==> config.mk <==
export PLATFORM = sky130hd
export DESIGN_NAME = local_extrema_finder
export DESIGN_NICKNAME = d
export VERILOG_FILES = /design/src/rtl/lef_pkg.sv /design/src/rtl/local_extrema_finder.sv
export SDC_FILE = /design/constraint.sdc
export NUM_CORES = 2
export LEC_CHECK = 0
export BUFFER_PORTS_ARGS = -buffer_cell sky130_fd_sc_hd__buf_2
export CORE_ASPECT_RATIO = 0.6
export CORE_MARGIN = 3
export CORE_UTILIZATION = 45
export DETAILED_ROUTE_END_ITERATION = 10
export GPL_ROUTABILITY_DRIVEN = 0
export HOLD_SLACK_MARGIN = 0.02
export PLACE_DENSITY = 0.67
export RECOVER_POWER = 25
export SLEW_MARGIN = 15
export SYNTH_ARGS = -nofsm -noshare
export SYNTH_HDL_FRONTEND = slang
export SYNTH_SLANG_ARGS = --single-unit
export TNS_END_PERCENT = 50
==> constraint.sdc <==
create_clock -name clk_i -period 10.83 [get_ports clk_i]
set_clock_uncertainty 0.1 [all_clocks]
set_input_delay 0.5415 -clock clk_i [delete_from_list [all_inputs] [get_ports clk_i]]
set_output_delay 0.5415 -clock clk_i [all_outputs]
set_load 0.02 [all_outputs]
==> src/rtl/lef_pkg.sv <==
// Shared widths, limits and codes of the local extrema finder.
`timescale 1ns / 1ps
`default_nettype none

package lef_pkg;

  localparam int SAMPLE_W = 24;
  localparam int POS_W    = 16;
  localparam int MAX_LEN  = 65536;

  // Highest position a sample can carry; later samples reuse it.
  localparam int POS_CAP_I = (MAX_LEN - 1 > 65535) ? 65535 : MAX_LEN - 1;
  localparam logic [POS_W-1:0] POS_CAP = POS_W'(POS_CAP_I);

  // Magnitude of a difference of two samples, the product with a distance,
  // and the signed sum that holds anchor plus offset before saturation.
  localparam int MAG_W     = SAMPLE_W;
  localparam int PROD_W    = MAG_W + POS_W;
  localparam int SUM_W     = PROD_W + 2;
  localparam int DIV_CNT_W = $clog2(PROD_W);

  localparam logic signed [SAMPLE_W-1:0] VAL_HI = {1'b0, {(SAMPLE_W-1){1'b1}}};
  localparam logic signed [SAMPLE_W-1:0] VAL_LO = {1'b1, {(SAMPLE_W-1){1'b0}}};

  typedef enum logic [2:0] {
    KIND_IMAX      = 3'd0,
    KIND_IMIN      = 3'd1,
    KIND_MAX_START = 3'd2,
    KIND_MAX_END   = 3'd3,
    KIND_MIN_START = 3'd4,
    KIND_MIN_END   = 3'd5
  } point_kind_e;

  typedef enum logic [2:0] {
    ST_IDLE,
    ST_SETUP,
    ST_MUL,
    ST_DIV,
    ST_ADD,
    ST_EMIT
  } state_e;

endpackage

`default_nettype wire

==> src/rtl/local_extrema_finder.sv <==
// Local extrema finder with end-point extrapolation over a streamed signal.
//
//   channel | direction | handshake             | word
//   --------+-----------+-----------------------+----------------------------------------
//   in      | sink      | in_valid_i/in_stall_o | sample_i, last_sample_i
//   out     | source    | out_valid_o/out_stall_i | point_kind_o, position_o,
//           |           |                       | point_value_o, last_result_o
//
// A sample that is not the last of its signal is taken whenever the input does
// not stall; a detected interior extremum leaves through the output register
// the cycle after. The last sample adds four endpoint passes. Each pass runs
// setup and emit when no extension applies, else setup, one 24x16 multiply,
// 40 steps of the restoring divider that all passes share, add/saturate, emit.
// Reset clears the window, the extremum lists and the output valid.
// A stalled output holds its word; the input stalls whenever the output
// register is full and stalled, and during the endpoint passes.
`timescale 1ns / 1ps
`default_nettype none

module local_extrema_finder
  import lef_pkg::*;
(
  input  logic                       clk_i,
  input  logic                       rst_ni,
  input  logic                       in_valid_i,
  output logic                       in_stall_o,
  input  logic signed [SAMPLE_W-1:0] sample_i,
  input  logic                       last_sample_i,
  output logic                       out_valid_o,
  input  logic                       out_stall_i,
  output logic [2:0]                 point_kind_o,
  output logic [POS_W-1:0]           position_o,
  output logic signed [SAMPLE_W-1:0] point_value_o,
  output logic                       last_result_o
);

  localparam logic [1:0]           EP_LAST  = 2'd3;
  localparam logic [1:0]           FILL_ONE = 2'd1;
  localparam logic [1:0]           FILL_TWO = 2'd2;
  localparam logic [DIV_CNT_W-1:0] DIV_LAST = DIV_CNT_W'(PROD_W - 1);

  // ---------------------------------------------------------------------
  // Stream state: three-sample window and the extremum bookkeeping.
  // ---------------------------------------------------------------------
  logic signed [SAMPLE_W-1:0] older_q, middle_q, bstart_q;
  logic [POS_W-1:0]           middle_pos_q, sample_index_q;
  logic [1:0]                 fill_q, max_cnt_q, min_cnt_q;
  logic [POS_W-1:0]           fmax_pos_q [2];
  logic [POS_W-1:0]           rmax_pos_q [2];
  logic [POS_W-1:0]           fmin_pos_q [2];
  logic [POS_W-1:0]           rmin_pos_q [2];
  logic signed [SAMPLE_W-1:0] fmax_val_q [2];
  logic signed [SAMPLE_W-1:0] rmax_val_q [2];
  logic signed [SAMPLE_W-1:0] fmin_val_q [2];
  logic signed [SAMPLE_W-1:0] rmin_val_q [2];

  // Sequencer.
  state_e     state_q, state_d;
  logic [1:0] ep_q, ep_d;

  // Operands and results of the shared extrapolation unit.
  logic [MAG_W-1:0]           ud_q;
  logic [POS_W-1:0]           up_q, den_q, rem_q;
  logic                       neg_q;
  logic signed [SAMPLE_W-1:0] vk_q, bnd_q, res_q;
  logic [PROD_W-1:0]          quo_q;
  logic [DIV_CNT_W-1:0]       div_cnt_q;

  // Output register.
  logic                       out_valid_q;
  point_kind_e                out_kind_q;
  logic [POS_W-1:0]           out_pos_q;
  logic signed [SAMPLE_W-1:0] out_val_q;
  logic                       out_last_q;

  logic out_free, accept, is_max_pt, is_min_pt, int_load, ep_load, stream_clear;

  // The output register can take a word when empty or being drained now.
  assign out_free   = !out_valid_q || !out_stall_i;
  assign in_stall_o = !((state_q == ST_IDLE) && out_free);
  assign accept     = in_valid_i && !in_stall_o;

  // Interior extremum: the middle sample strictly beats both neighbors.
  assign is_max_pt = (fill_q == FILL_TWO) && (middle_q > older_q) && (middle_q > sample_i);
  assign is_min_pt = (fill_q == FILL_TWO) && (middle_q < older_q) && (middle_q < sample_i);

  assign int_load     = accept && (is_max_pt || is_min_pt);
  assign ep_load      = (state_q == ST_EMIT) && out_free;
  assign stream_clear = ep_load && (ep_q == EP_LAST);

  // ---------------------------------------------------------------------
  // Window and extremum lists. A finished signal drops everything.
  // ---------------------------------------------------------------------
  always_ff @(posedge clk_i or negedge rst_ni) begin
    if (!rst_ni) begin
      older_q        <= '0;
      middle_q       <= '0;
      bstart_q       <= '0;
      middle_pos_q   <= '0;
      sample_index_q <= '0;
      fill_q         <= '0;
      max_cnt_q      <= '0;
      min_cnt_q      <= '0;
      for (int i = 0; i < 2; i++) begin
        fmax_pos_q[i] <= '0;
        rmax_pos_q[i] <= '0;
        fmin_pos_q[i] <= '0;
        rmin_pos_q[i] <= '0;
        fmax_val_q[i] <= '0;
        rmax_val_q[i] <= '0;
        fmin_val_q[i] <= '0;
        rmin_val_q[i] <= '0;
      end
    end else if (stream_clear) begin
      older_q        <= '0;
      middle_q       <= '0;
      bstart_q       <= '0;
      middle_pos_q   <= '0;
      sample_index_q <= '0;
      fill_q         <= '0;
      max_cnt_q      <= '0;
      min_cnt_q      <= '0;
      for (int i = 0; i < 2; i++) begin
        fmax_pos_q[i] <= '0;
        rmax_pos_q[i] <= '0;
        fmin_pos_q[i] <= '0;
        rmin_pos_q[i] <= '0;
        fmax_val_q[i] <= '0;
        rmax_val_q[i] <= '0;
        fmin_val_q[i] <= '0;
        rmin_val_q[i] <= '0;
      end
    end else if (accept) begin
      if (fill_q == '0) begin
        bstart_q <= sample_i;
      end
      if (is_max_pt) begin
        // Keep the first two maxima, shift the newest into the recent pair.
        if (!max_cnt_q[1]) begin
          fmax_pos_q[max_cnt_q[0]] <= middle_pos_q;
          fmax_val_q[max_cnt_q[0]] <= middle_q;
          max_cnt_q                <= max_cnt_q + FILL_ONE;
        end
        rmax_pos_q[0] <= rmax_pos_q[1];
        rmax_val_q[0] <= rmax_val_q[1];
        rmax_pos_q[1] <= middle_pos_q;
        rmax_val_q[1] <= middle_q;
      end
      if (is_min_pt) begin
        if (!min_cnt_q[1]) begin
          fmin_pos_q[min_cnt_q[0]] <= middle_pos_q;
          fmin_val_q[min_cnt_q[0]] <= middle_q;
          min_cnt_q                <= min_cnt_q + FILL_ONE;
        end
        rmin_pos_q[0] <= rmin_pos_q[1];
        rmin_val_q[0] <= rmin_val_q[1];
        rmin_pos_q[1] <= middle_pos_q;
        rmin_val_q[1] <= middle_q;
      end
      older_q      <= middle_q;
      middle_q     <= sample_i;
      middle_pos_q <= sample_index_q;
      if (fill_q != FILL_TWO) begin
        fill_q <= fill_q + FILL_ONE;
      end
      // Positions stick at the cap on an overlong signal.
      if (sample_index_q < POS_CAP) begin
        sample_index_q <= sample_index_q + POS_W'(1);
      end
    end
  end

  // ---------------------------------------------------------------------
  // Operand selection for endpoint ep_q: bit 1 picks minima, bit 0 the end.
  // Start: line through the first two, anchored at the first, to position 0.
  // End: line through the last two, anchored at the newest, to the last sample.
  // ---------------------------------------------------------------------
  logic                       is_end, is_minep, sel_ok, diff_neg;
  logic signed [SAMPLE_W-1:0] va, vb, sel_bnd;
  logic [POS_W-1:0]           pa, pb;
  logic [1:0]                 sel_cnt;
  logic signed [SAMPLE_W:0]   diff, diff_abs;

  assign is_end   = ep_q[0];
  assign is_minep = ep_q[1];

  always_comb begin
    unique case (ep_q)
      2'd0: begin
        va = fmax_val_q[0]; pa = fmax_pos_q[0];
        vb = fmax_val_q[1]; pb = fmax_pos_q[1];
        sel_cnt = max_cnt_q;
      end
      2'd1: begin
        va = rmax_val_q[0]; pa = rmax_pos_q[0];
        vb = rmax_val_q[1]; pb = rmax_pos_q[1];
        sel_cnt = max_cnt_q;
      end
      2'd2: begin
        va = fmin_val_q[0]; pa = fmin_pos_q[0];
        vb = fmin_val_q[1]; pb = fmin_pos_q[1];
        sel_cnt = min_cnt_q;
      end
      default: begin
        va = rmin_val_q[0]; pa = rmin_pos_q[0];
        vb = rmin_val_q[1]; pb = rmin_pos_q[1];
        sel_cnt = min_cnt_q;
      end
    endcase
  end

  assign diff     = $signed({vb[SAMPLE_W-1], vb}) - $signed({va[SAMPLE_W-1], va});
  assign diff_neg = diff[SAMPLE_W];
  assign diff_abs = diff_neg ? -diff : diff;
  // Extension needs two extrema at distinct positions.
  assign sel_ok   = sel_cnt[1] && (pb > pa);
  assign sel_bnd  = is_end ? middle_q : bstart_q;

  // ---------------------------------------------------------------------
  // Add the signed offset to the anchor, saturate, keep the outer value.
  // ---------------------------------------------------------------------
  logic signed [SUM_W-1:0]    vk_ext, qm_ext, sum;
  logic signed [SAMPLE_W-1:0] sat_val;
  logic                       outer;

  assign vk_ext = $signed({{(SUM_W-SAMPLE_W){vk_q[SAMPLE_W-1]}}, vk_q});
  assign qm_ext = $signed({2'b00, quo_q});
  assign sum    = neg_q ? (vk_ext - qm_ext) : (vk_ext + qm_ext);

  always_comb begin
    priority if (sum > $signed({{(SUM_W-SAMPLE_W){1'b0}}, VAL_HI})) begin
      sat_val = VAL_HI;
    end else if (sum < $signed({{(SUM_W-SAMPLE_W){1'b1}}, VAL_LO})) begin
      sat_val = VAL_LO;
    end else begin
      sat_val = sum[SAMPLE_W-1:0];
    end
  end

  assign outer = is_minep ? (sat_val < bnd_q) : (sat_val > bnd_q);

  // Restoring divider step: one quotient bit a cycle.
  logic [POS_W:0] rem_sh;
  logic           rem_ge;

  assign rem_sh = {rem_q, quo_q[PROD_W-1]};
  assign rem_ge = rem_sh >= {1'b0, den_q};

  always_ff @(posedge clk_i) begin
    unique case (state_q)
      ST_SETUP: begin
        ud_q  <= diff_abs[MAG_W-1:0];
        // Start looks back to position 0, end looks forward to the last sample.
        up_q  <= is_end ? (middle_pos_q - pb) : pa;
        den_q <= pb - pa;
        neg_q <= is_end ? diff_neg : !diff_neg;
        vk_q  <= is_end ? vb : va;
        bnd_q <= sel_bnd;
        res_q <= sel_bnd;
      end
      ST_MUL: begin
        quo_q     <= PROD_W'(ud_q) * PROD_W'(up_q);
        rem_q     <= '0;
        div_cnt_q <= '0;
      end
      ST_DIV: begin
        rem_q     <= rem_ge ? rem_sh[POS_W-1:0] - den_q : rem_sh[POS_W-1:0];
        quo_q     <= {quo_q[PROD_W-2:0], rem_ge};
        div_cnt_q <= div_cnt_q + DIV_CNT_W'(1);
      end
      ST_ADD: begin
        if (outer) begin
          res_q <= sat_val;
        end
      end
      default: begin
      end
    endcase
  end

  // ---------------------------------------------------------------------
  // Sequencer.
  // ---------------------------------------------------------------------
  always_ff @(posedge clk_i or negedge rst_ni) begin
    if (!rst_ni) begin
      state_q <= ST_IDLE;
      ep_q    <= '0;
    end else begin
      state_q <= state_d;
      ep_q    <= ep_d;
    end
  end

  always_comb begin
    state_d = state_q;
    ep_d    = ep_q;
    unique case (state_q)
      ST_IDLE: begin
        if (accept && last_sample_i) begin
          state_d = ST_SETUP;
          ep_d    = '0;
        end
      end
      ST_SETUP: begin
        state_d = sel_ok ? ST_MUL : ST_EMIT;
      end
      ST_MUL: begin
        state_d = ST_DIV;
      end
      ST_DIV: begin
        if (div_cnt_q == DIV_LAST) begin
          state_d = ST_ADD;
        end
      end
      ST_ADD: begin
        state_d = ST_EMIT;
      end
      ST_EMIT: begin
        if (out_free) begin
          if (ep_q == EP_LAST) begin
            state_d = ST_IDLE;
          end else begin
            state_d = ST_SETUP;
            ep_d    = ep_q + 2'd1;
          end
        end
      end
      default: begin
        state_d = ST_IDLE;
      end
    endcase
  end

  // ---------------------------------------------------------------------
  // Output register.
  // ---------------------------------------------------------------------
  point_kind_e ep_kind;

  always_comb begin
    unique case (ep_q)
      2'd0:    ep_kind = KIND_MAX_START;
      2'd1:    ep_kind = KIND_MAX_END;
      2'd2:    ep_kind = KIND_MIN_START;
      default: ep_kind = KIND_MIN_END;
    endcase
  end

  always_ff @(posedge clk_i or negedge rst_ni) begin
    if (!rst_ni) begin
      out_valid_q <= 1'b0;
    end else if (int_load || ep_load) begin
      out_valid_q <= 1'b1;
    end else if (!out_stall_i) begin
      out_valid_q <= 1'b0;
    end
  end

  always_ff @(posedge clk_i) begin
    if (int_load) begin
      out_kind_q <= is_max_pt ? KIND_IMAX : KIND_IMIN;
      out_pos_q  <= middle_pos_q;
      out_val_q  <= middle_q;
      out_last_q <= 1'b0;
    end else if (ep_load) begin
      out_kind_q <= ep_kind;
      out_pos_q  <= is_end ? middle_pos_q : '0;
      out_val_q  <= res_q;
      out_last_q <= (ep_q == EP_LAST);
    end
  end

  assign out_valid_o   = out_valid_q;
  assign point_kind_o  = out_kind_q;
  assign position_o    = out_pos_q;
  assign point_value_o = out_val_q;
  assign last_result_o = out_last_q;

endmodule

`default_nettype wire

# Yosys cells after proc, flatten, opt, wreduce, memory -nomap -nowiden
# Cells that the tools add are included.
dict set report totals {
  ff_bits 671
  latch_bits 0
  ram_bits 0
  mem_bits_ro 0
  in_bits 29
  output_inout_bits 46
  elab_cells 241
  n_memories 0
}
dict set report classes {
  addsub 13
  multipliers 1
  div 0
  n_lt_le_gt_ge 15
  eq_ne 19
  shift 0
  muxes 104
  bitwise 2
  reduce_logical 44
}
# cell count
set op_table {}
lappend op_table {{$mux 48} 14}
lappend op_table {{$mux 32} 14}
lappend op_table {{$mux 24} 17}
lappend op_table {{$mux 16} 12}
lappend op_table {{$pmux 24 s3} 2}
lappend op_table {{$bwmux 48} 2}
lappend op_table {{$pmux 16 s3} 2}
lappend op_table {{$pmux 40 s2} 1}
lappend op_table {{$gt 24x24->1} 3}
lappend op_table {{$lt 24x24->1} 3}
lappend op_table {{$bwmux 32} 2}
lappend op_table {{$demux 24 s1} 2}
lappend op_table {{$pmux 24 s2} 1}
lappend op_table {{$sub 16x16->16} 3}
lappend op_table {{$add 24x41->42} 1}
lappend op_table {{$gt 42x24->1 const B} 1}
lappend op_table {{$lt 42x24->1 const B} 1}
lappend op_table {{$mux 42} 1}
lappend op_table {{$sub 24x41->42} 1}
lappend op_table {{$mul 24x16->40} 1}
lappend op_table {{$demux 16 s1} 2}
lappend op_table {{$pmux 16 s2} 1}
lappend op_table {{$mux 2} 15}
lappend op_table {{$sub 24x24->25} 1}
lappend op_table {{other kinds (34)} 95}

# Longest topological paths before layout
dict set report depth {
  ltp_word 10
  depth_mapped 35
  mapped_depth_nobuf 32
}

# Worst setup path after synthesis
# OpenSTA, ideal clock, no wires.
dict set report synth_path {
  path_type {register to register}
  start {register state_q[0]}
  end {register res_q[0] (enable)}
  setup_ps 442
  arrival_time_ps 10728
  required_ps 10288
  slack_ps -440
  path_stages_with_launch 6
  n_path_buf 1
  synth_period_minus_slack_ps 11270
  cell_sequence {dfrtp_1 clkbuf_1 nor3b_1 nor3_1 a21oi_1 a21boi_0}
}
dict set report synth_between {
  elab_chain_cells 3
  word_cells_on_any_way 5
  classes_between {eq/ne (3); reduce/logical (2)}
}
# item line
set synth_rtl {}
lappend synth_rtl {{from (decl)} local_extrema_finder.sv:58} ;# state_e state_q, state_d;
lappend synth_rtl {{from (signal assigned)} local_extrema_finder.sv:289} ;# state_q <= state_d;
lappend synth_rtl {{$eq 3x3->1 / $eq 3x1->1 (equally long branches)} local_extrema_finder.sv:250} ;# unique case (state_q)
lappend synth_rtl {{$ne 2x2->1 (no source line) / $reduce_bool 2->1 (equally long branches)} --}
lappend synth_rtl {{$reduce_and 2->1 (no source line) (*)} --}
lappend synth_rtl {{to (signal assigned)} local_extrema_finder.sv:259} ;# res_q <= sel_bnd;
lappend synth_rtl {{to (signal assigned)} local_extrema_finder.sv:273} ;# res_q <= sat_val;
lappend synth_rtl {{to (decl)} local_extrema_finder.sv:65} ;# logic signed [SAMPLE_W-1:0] vk_q, bnd_q, res_q;
# Mark *: on every way between the ends. The rest lies on a longest branch, timed or not.
# A chain may end at the register's enable or synchronous reset.

# Worst setup path after layout
dict set report layout_path {
  start {register quo_q[5]}
  end {register res_q[18] (enable)}
}
dict set report layout_between {
  elab_chain_cells 9
  word_cells_on_any_way 12
  classes_between {add/sub (2); order compare (4); eq/ne (1); mux (4); reduce/logical (1)}
}
# item line
set layout_rtl {}
lappend layout_rtl {{from (decl)} local_extrema_finder.sv:66} ;# logic [PROD_W-1:0] quo_q;
lappend layout_rtl {{from (signal assigned)} local_extrema_finder.sv:262} ;# quo_q <= PROD_W'(ud_q) * PROD_W'(up_q);
lappend layout_rtl {{from (signal assigned)} local_extrema_finder.sv:268} ;# quo_q <= {quo_q[PROD_W-2:0], rem_ge};
lappend layout_rtl {{$add 24x41->42 / $sub 24x41->42 (equally long branches)} local_extrema_finder.sv:228} ;# assign sum = neg_q ? (vk_ext - qm_ext) : (vk_ext + qm_ext);
lappend layout_rtl {{$mux 42 (*)} local_extrema_finder.sv:228}
lappend layout_rtl {{$lt 42x24->1} local_extrema_finder.sv:233} ;# end else if (sum < $signed({{(SUM_W-SAMPLE_W){1'b1}}, VAL_LO})) begin
lappend layout_rtl {{$mux 24} local_extrema_finder.sv:233}
lappend layout_rtl {{$mux 24 (*)} local_extrema_finder.sv:231} ;# priority if (sum > $signed({{(SUM_W-SAMPLE_W){1'b0}}, VAL_HI})) begin
lappend layout_rtl {{$gt 24x24->1 / $lt 24x24->1 (equally long branches)} local_extrema_finder.sv:240} ;# assign outer = is_minep ? (sat_val < bnd_q) : (sat_val > bnd_q);
lappend layout_rtl {{$mux 1 (*)} local_extrema_finder.sv:240}
lappend layout_rtl {{$ne 2x2->1 (no source line) (*)} --}
lappend layout_rtl {{$reduce_and 2->1 (no source line) (*)} --}
# Marked as above.

==> impl_results.html <==
<table>
<tr><th>Metric</th><th>Value</th></tr>
<tr><th colspan="2">Worst setup path</th></tr>
<tr><td>CP Data Required Time</td><td>approximately 11 ns</td></tr>
<tr><td>Crit-path most repeated cell</td><td>sky130_fd_sc_hd__o21a_1</td></tr>
<tr><td>Worst Setup Path Type</td><td>reg2reg</td></tr>
<tr><td>Logic depth of the worst register-to-register path</td><td>33</td></tr>
<tr><td>Kind of launch point of the worst setup path</td><td>flop</td></tr>
<tr><td>Critical path capture point type</td><td>flop</td></tr>
<tr><td>Arrival time reported for the critical path endpoint</td><td>10.42 ns</td></tr>
<tr><td>Number of cells on the critical path</td><td>33</td></tr>
<tr><td>Critical path's top delay family</td><td>simple AND/OR/NAND/NOR gates</td></tr>
<tr><td>Master of the slowest instance on the critical path</td><td>sky130_fd_sc_hd__nor4_1</td></tr>
<tr><td>Crit-path max cell delay</td><td>between 0.7 and 0.8 ns</td></tr>
<tr><td>Bufs and invs on worst path</td><td>1</td></tr>
<tr><td>Top fanout value on the critical path</td><td>24</td></tr>
<tr><th colspan="2">Global route</th></tr>
<tr><td>Residual overflow from global routing</td><td>0</td></tr>
<tr><td>Global-route total usage across every layer</td><td>25.55%</td></tr>
<tr><td>Global-route wire length before repair</td><td>roughly 240000 µm</td></tr>
<tr><td>Number of global-route vias before repair</td><td>between 30000 and 40000</td></tr>
<tr><td>Initial antenna violation count</td><td>9</td></tr>
<tr><td>Pin count of the biggest net entering global routing</td><td>206</td></tr>
<tr><th colspan="2">Synth</th></tr>
<tr><td>Warning count from the yosys run</td><td>0</td></tr>
<tr><td>Fraction of the yosys area taken by sequential cells</td><td>between 30% and 40%</td></tr>
<tr><td>Unique cell type count in the Yosys netlist</td><td>95</td></tr>
<tr><td>Total standard cell area after synthesis</td><td>50840 µm²</td></tr>
<tr><td>Synthesized instance count</td><td>roughly 5700</td></tr>
<tr><td>Average cell area after synthesis</td><td>8.993 µm²</td></tr>
<tr><td>Total nets after synthesis</td><td>6299</td></tr>
<tr><td>Share of flip-flops with an asynchronous set or reset</td><td>approximately two thirds</td></tr>
<tr><td>Number of flops mapped to enable cells by yosys</td><td>approximately 230</td></tr>
<tr><td>Flip-flop and latch count after synthesis</td><td>roughly 670</td></tr>
<tr><td>Most instantiated flip-flop cell in the synthesis netlist</td><td>sky130_fd_sc_hd__dfrtp_1</td></tr>
<tr><th colspan="2">CTS</th></tr>
<tr><td>Clock sink total</td><td>about 670</td></tr>
<tr><td>Number of hold-repair buffers added at the cts stage</td><td>19</td></tr>
<tr><td>Buffer levels on the longest clock path</td><td>3</td></tr>
<tr><td>Number of CTS-inserted buffers</td><td>59</td></tr>
<tr><td>Clk_lat worst skew</td><td>around 0.7 ns</td></tr>
<tr><td>Clock Root Buffer</td><td>sky130_fd_sc_hd__clkbuf_16</td></tr>
<tr><td>Clock transition time at the flip-flop clock pins of the worst setup and hold paths</td><td>~0.070 ns</td></tr>
<tr><td>Post-CTS sizing</td><td>0</td></tr>
<tr><td>TritonCTS clock tree</td><td>done</td></tr>
<tr><td>Number of levels in the clock H-tree</td><td>2</td></tr>
<tr><td>Setup Buffers After CTS</td><td>0</td></tr>
<tr><th colspan="2">Timing</th></tr>
<tr><td>Worst-margin pin slew</td><td>between 6 and 7 ns</td></tr>
<tr><td>Final Setup Violations</td><td>0</td></tr>
<tr><td>Portion of the clock cycle consumed by the worst path in the final layout</td><td>~94%</td></tr>
<tr><td>RSZ-0062 raised after global routing</td><td>false</td></tr>
<tr><td>Final Max Slew Viols</td><td>between 300 and 400</td></tr>
<tr><td>Final critical path time including I/O delays and setup</td><td>10.19 ns</td></tr>
<tr><td>Final TNS setup</td><td>0 ns</td></tr>
<tr><td>Final hold violations</td><td>0</td></tr>
<tr><td>Achievable clock frequency</td><td>between 90 and 100 MHz</td></tr>
<tr><td>Headroom to the max-slew limit</td><td>-311.4%</td></tr>
<tr><th colspan="2">Die</th></tr>
<tr><td>Core Area</td><td>between 100000 and 150000 µm²</td></tr>
<tr><td>Die width</td><td>about 440 µm</td></tr>
<tr><td>I/O pin count</td><td>75</td></tr>
<tr><td>Floorplan die area</td><td>approximately 120000 µm²</td></tr>
<tr><td>Floorplan die height</td><td>between 200 and 300 µm</td></tr>
<tr><td>Site row count</td><td>94</td></tr>
<tr><td>Starting density of the core</td><td>between 40% and 50%</td></tr>
<tr><th colspan="2">Placement</th></tr>
<tr><td>Placed wire-length estimate after detailed placement</td><td>105100 µm</td></tr>
<tr><td>Buffers added on ports</td><td>between 70 and 80</td></tr>
<tr><th colspan="2">Drt</th></tr>
<tr><td>Overall via count from detail_route</td><td>41240</td></tr>
<tr><td>Total iterations of the first detailed-routing run</td><td>9</td></tr>
<tr><td>Detail-routed net length per standard cell</td><td>21.27 µm</td></tr>
<tr><td>Number of antenna-violating nets in the routed design</td><td>0</td></tr>
<tr><td>Wire length reported by the detailed router</td><td>150100 µm</td></tr>
<tr><td>Total DRC errors in the routed layout</td><td>0</td></tr>
<tr><td>Number of vias per cell after detailed routing</td><td>~5.8</td></tr>
<tr><td>Drt first-iter violations</td><td>around 4700</td></tr>
<tr><th colspan="2">Worst hold path</th></tr>
<tr><td>Hold crit path type</td><td>in2reg</td></tr>
<tr><td>Worst Hold Depth</td><td>3</td></tr>
<tr><th colspan="2">Outcome</th></tr>
<tr><td>Run status</td><td>finished with violations</td></tr>
<tr><td>Violated checks</td><td>max-capacitance violations, max-slew violations</td></tr>
<tr><th colspan="2">Cells and area</th></tr>
<tr><td>Diode insertion count for antenna repair</td><td>0</td></tr>
<tr><td>Share of layout cells above drive strength 1</td><td>under 10%</td></tr>
<tr><td>Register cell area after layout</td><td>between 15000 and 20000 µm²</td></tr>
<tr><td>Filler instances</td><td>between 10000 and 15000</td></tr>
<tr><td>Count of nets after finishing</td><td>a little over 6000</td></tr>
<tr><td>Total area of multi-input combinational cells</td><td>a little under 30000 µm²</td></tr>
<tr><td>Synthesis-to-finish area growth</td><td>7.209%</td></tr>
<tr><th colspan="2">Job</th></tr>
<tr><td>Max-capacitance violation count</td><td>5</td></tr>
</table>
==> area by class of cell <==
| type | instances | share of cell area (%) |
|---|---|---|
| clock buffer | 81 | 3.170 |
| clock inverter | 31 | 0.8402 |
| inverter | 534 | 3.682 |
| multi-input combinational | 4100 | 54.15 |
| sequential | 671 | 32.95 |
| tap | 1488 | 3.416 |
| timing repair buffer | 151 | 1.786 |
==> cells by family after synthesis <==
family                     share of synthesized area, %
adders and majority gates                         19.78
and+or+nand+nor                                   17.15
xor gates and xnor gates                          3.273
buffers and inverters                             6.886
DFF                                               35.32
AOI/OAI and AO/OA                                 13.99
muxes                                             3.601
==> per-layer routing <==
metal	vias up	part of all wire, %	global-route usage [%]
met5	-	0	0
met4	0	2.0	5.338
met3	183	11	6.794
met2	1905	40	35.71
met1	20360	46	39.35
li1	18800	-	-
==> per-stage QoR <==
| stage | cell area [µm²] | cells | util, % | hold slack (ns) | worst slack (ns) |
|---|---|---|---|---|---|
| after detailed placement | 52230 | 6925 | 47.14 | 0.3784 | 1.074 |
| final | 54500 | 7056 | 49.19 | 0.04322 | 0.6419 |
| after global routing | 54500 | 7056 | 49.19 | 0.04465 | 0.2173 |
| after floorplan | 50840 | 5653 | - | 0.1459 | 0.8933 |
| after CTS | 54600 | 7056 | 49.29 | 0.02110 | 0.9947 |
| after global placement | 52230 | 6925 | 47.14 | 0.3683 | 1.246 |
==> layout by cell type (no fill, tap or decap), types with 24 or more instances in the layout <==
| master | instances |
|---|---|
| sky130_fd_sc_hd__nand2_1 | 1115 |
| sky130_fd_sc_hd__a211oi_1 | 40 |
| sky130_fd_sc_hd__nand3_1 | 122 |
| sky130_fd_sc_hd__a21o_1 | 74 |
| sky130_fd_sc_hd__mux2i_1 | 112 |
| sky130_fd_sc_hd__dfrtp_1 | 435 |
| sky130_fd_sc_hd__nor3_1 | 91 |
| sky130_fd_sc_hd__inv_1 | 532 |
| sky130_fd_sc_hd__xor2_1 | 66 |
| sky130_fd_sc_hd__and2_1 | 131 |
| sky130_fd_sc_hd__or3_1 | 30 |
| sky130_fd_sc_hd__nand2b_1 | 24 |
| sky130_fd_sc_hd__xnor2_1 | 124 |
| sky130_fd_sc_hd__a21oi_1 | 445 |
| sky130_fd_sc_hd__a31oi_1 | 24 |
| sky130_fd_sc_hd__mux2_2 | 49 |
| sky130_fd_sc_hd__ha_1 | 303 |
| sky130_fd_sc_hd__clkbuf_16 | 62 |
| sky130_fd_sc_hd__edfxtp_1 | 234 |
| sky130_fd_sc_hd__nor2_1 | 299 |
| sky130_fd_sc_hd__o21a_1 | 48 |
| sky130_fd_sc_hd__nand4_1 | 47 |
| sky130_fd_sc_hd__o21ai_0 | 249 |
| sky130_fd_sc_hd__buf_2 | 28 |
| sky130_fd_sc_hd__a222oi_1 | 65 |
| sky130_fd_sc_hd__fa_1 | 311 |
| sky130_fd_sc_hd__clkbuf_1 | 57 |
| sky130_fd_sc_hd__buf_4 | 50 |
| sky130_fd_sc_hd__and3_1 | 26 |
==> state kept, by name, indices dropped and copies added (netlist names), 40 cells and up <==
register    cells
fmin_val_q     48
rmin_val_q     48
rmax_val_q     48
quo_q          40
fmax_val_q     48
==> worst register-to-register path, delay by kind of cell, from the launching register on <==
kind / cells / cell delay (ns)
buffers and inverters: 1 / 0.37
and+or+nand+nor: 13 / 4.40
DFF: 1 / 0.45
xor gates and xnor gates: 1 / 0.15
adders and majority gates: 2 / 0.70
AOI/OAI and AO/OA: 16 / 3.69
==> cell usage after synthesis, types with 18 or more instances <==
cell type	instances	area, µm²
sky130_fd_sc_hd__nand2b_1	24	150.1
sky130_fd_sc_hd__clkbuf_1	245	919.6
sky130_fd_sc_hd__nor3_1	94	470.5
sky130_fd_sc_hd__inv_1	533	2001
sky130_fd_sc_hd__nand3_1	124	620.6
sky130_fd_sc_hd__a31oi_1	24	150.1
sky130_fd_sc_hd__buf_2	71	355.3
sky130_fd_sc_hd__mux2_2	49	551.8
sky130_fd_sc_hd__o21a_1	48	360.4
sky130_fd_sc_hd__a21oi_1	446	2232
sky130_fd_sc_hd__and2_1	131	819.5
sky130_fd_sc_hd__xnor2_1	124	1086
sky130_fd_sc_hd__nor2b_1	23	143.9
sky130_fd_sc_hd__a211oi_1	41	307.8
sky130_fd_sc_hd__or3_1	31	193.9
sky130_fd_sc_hd__edfxtp_1	234	7027
sky130_fd_sc_hd__xor2_1	66	578.1
sky130_fd_sc_hd__fa_1	311	6226
sky130_fd_sc_hd__dfrtp_1	436	10910
sky130_fd_sc_hd__a222oi_1	65	650.6
sky130_fd_sc_hd__o211ai_1	18	135.1
sky130_fd_sc_hd__nand2_1	1116	4189
sky130_fd_sc_hd__ha_1	306	3829
sky130_fd_sc_hd__o21ai_0	250	1251
sky130_fd_sc_hd__and3_1	27	168.9
sky130_fd_sc_hd__a21o_1	74	555.5
sky130_fd_sc_hd__nand4_1	47	294.0
sky130_fd_sc_hd__nor2_1	299	1122
sky130_fd_sc_hd__mux2i_1	112	1121
==> final timing paths <==
| path | start | to | slack (ns) |
|---|---|---|---|
| setup / recovery | quo_q[5]$_DFFE_PP_ | res_q[18]$_DFFE_PP_ | 0.64 |
| hold / removal | sample_i[5] | middle_q[5]$_DFFE_PN0P_ | 0.04 |
| setup reg to reg | quo_q[5]$_DFFE_PP_ | res_q[18]$_DFFE_PP_ | 0.64 |
| hold reg to reg | last_result_o$_SDFFE_PP0P_ | last_result_o$_SDFFE_PP0P_ | 0.39 |
| max in group asynchronous | rst_ni | rmin_pos_q[27]$_DFFE_PN0P_ | 3.26 |
| min in group asynchronous | rst_ni | bstart_q[9]$_DFFE_PN0P_ | 1.69 |
Power is not shown: default switching activity piles up to over one toggle a cycle in this logic, so the estimate is an artifact.
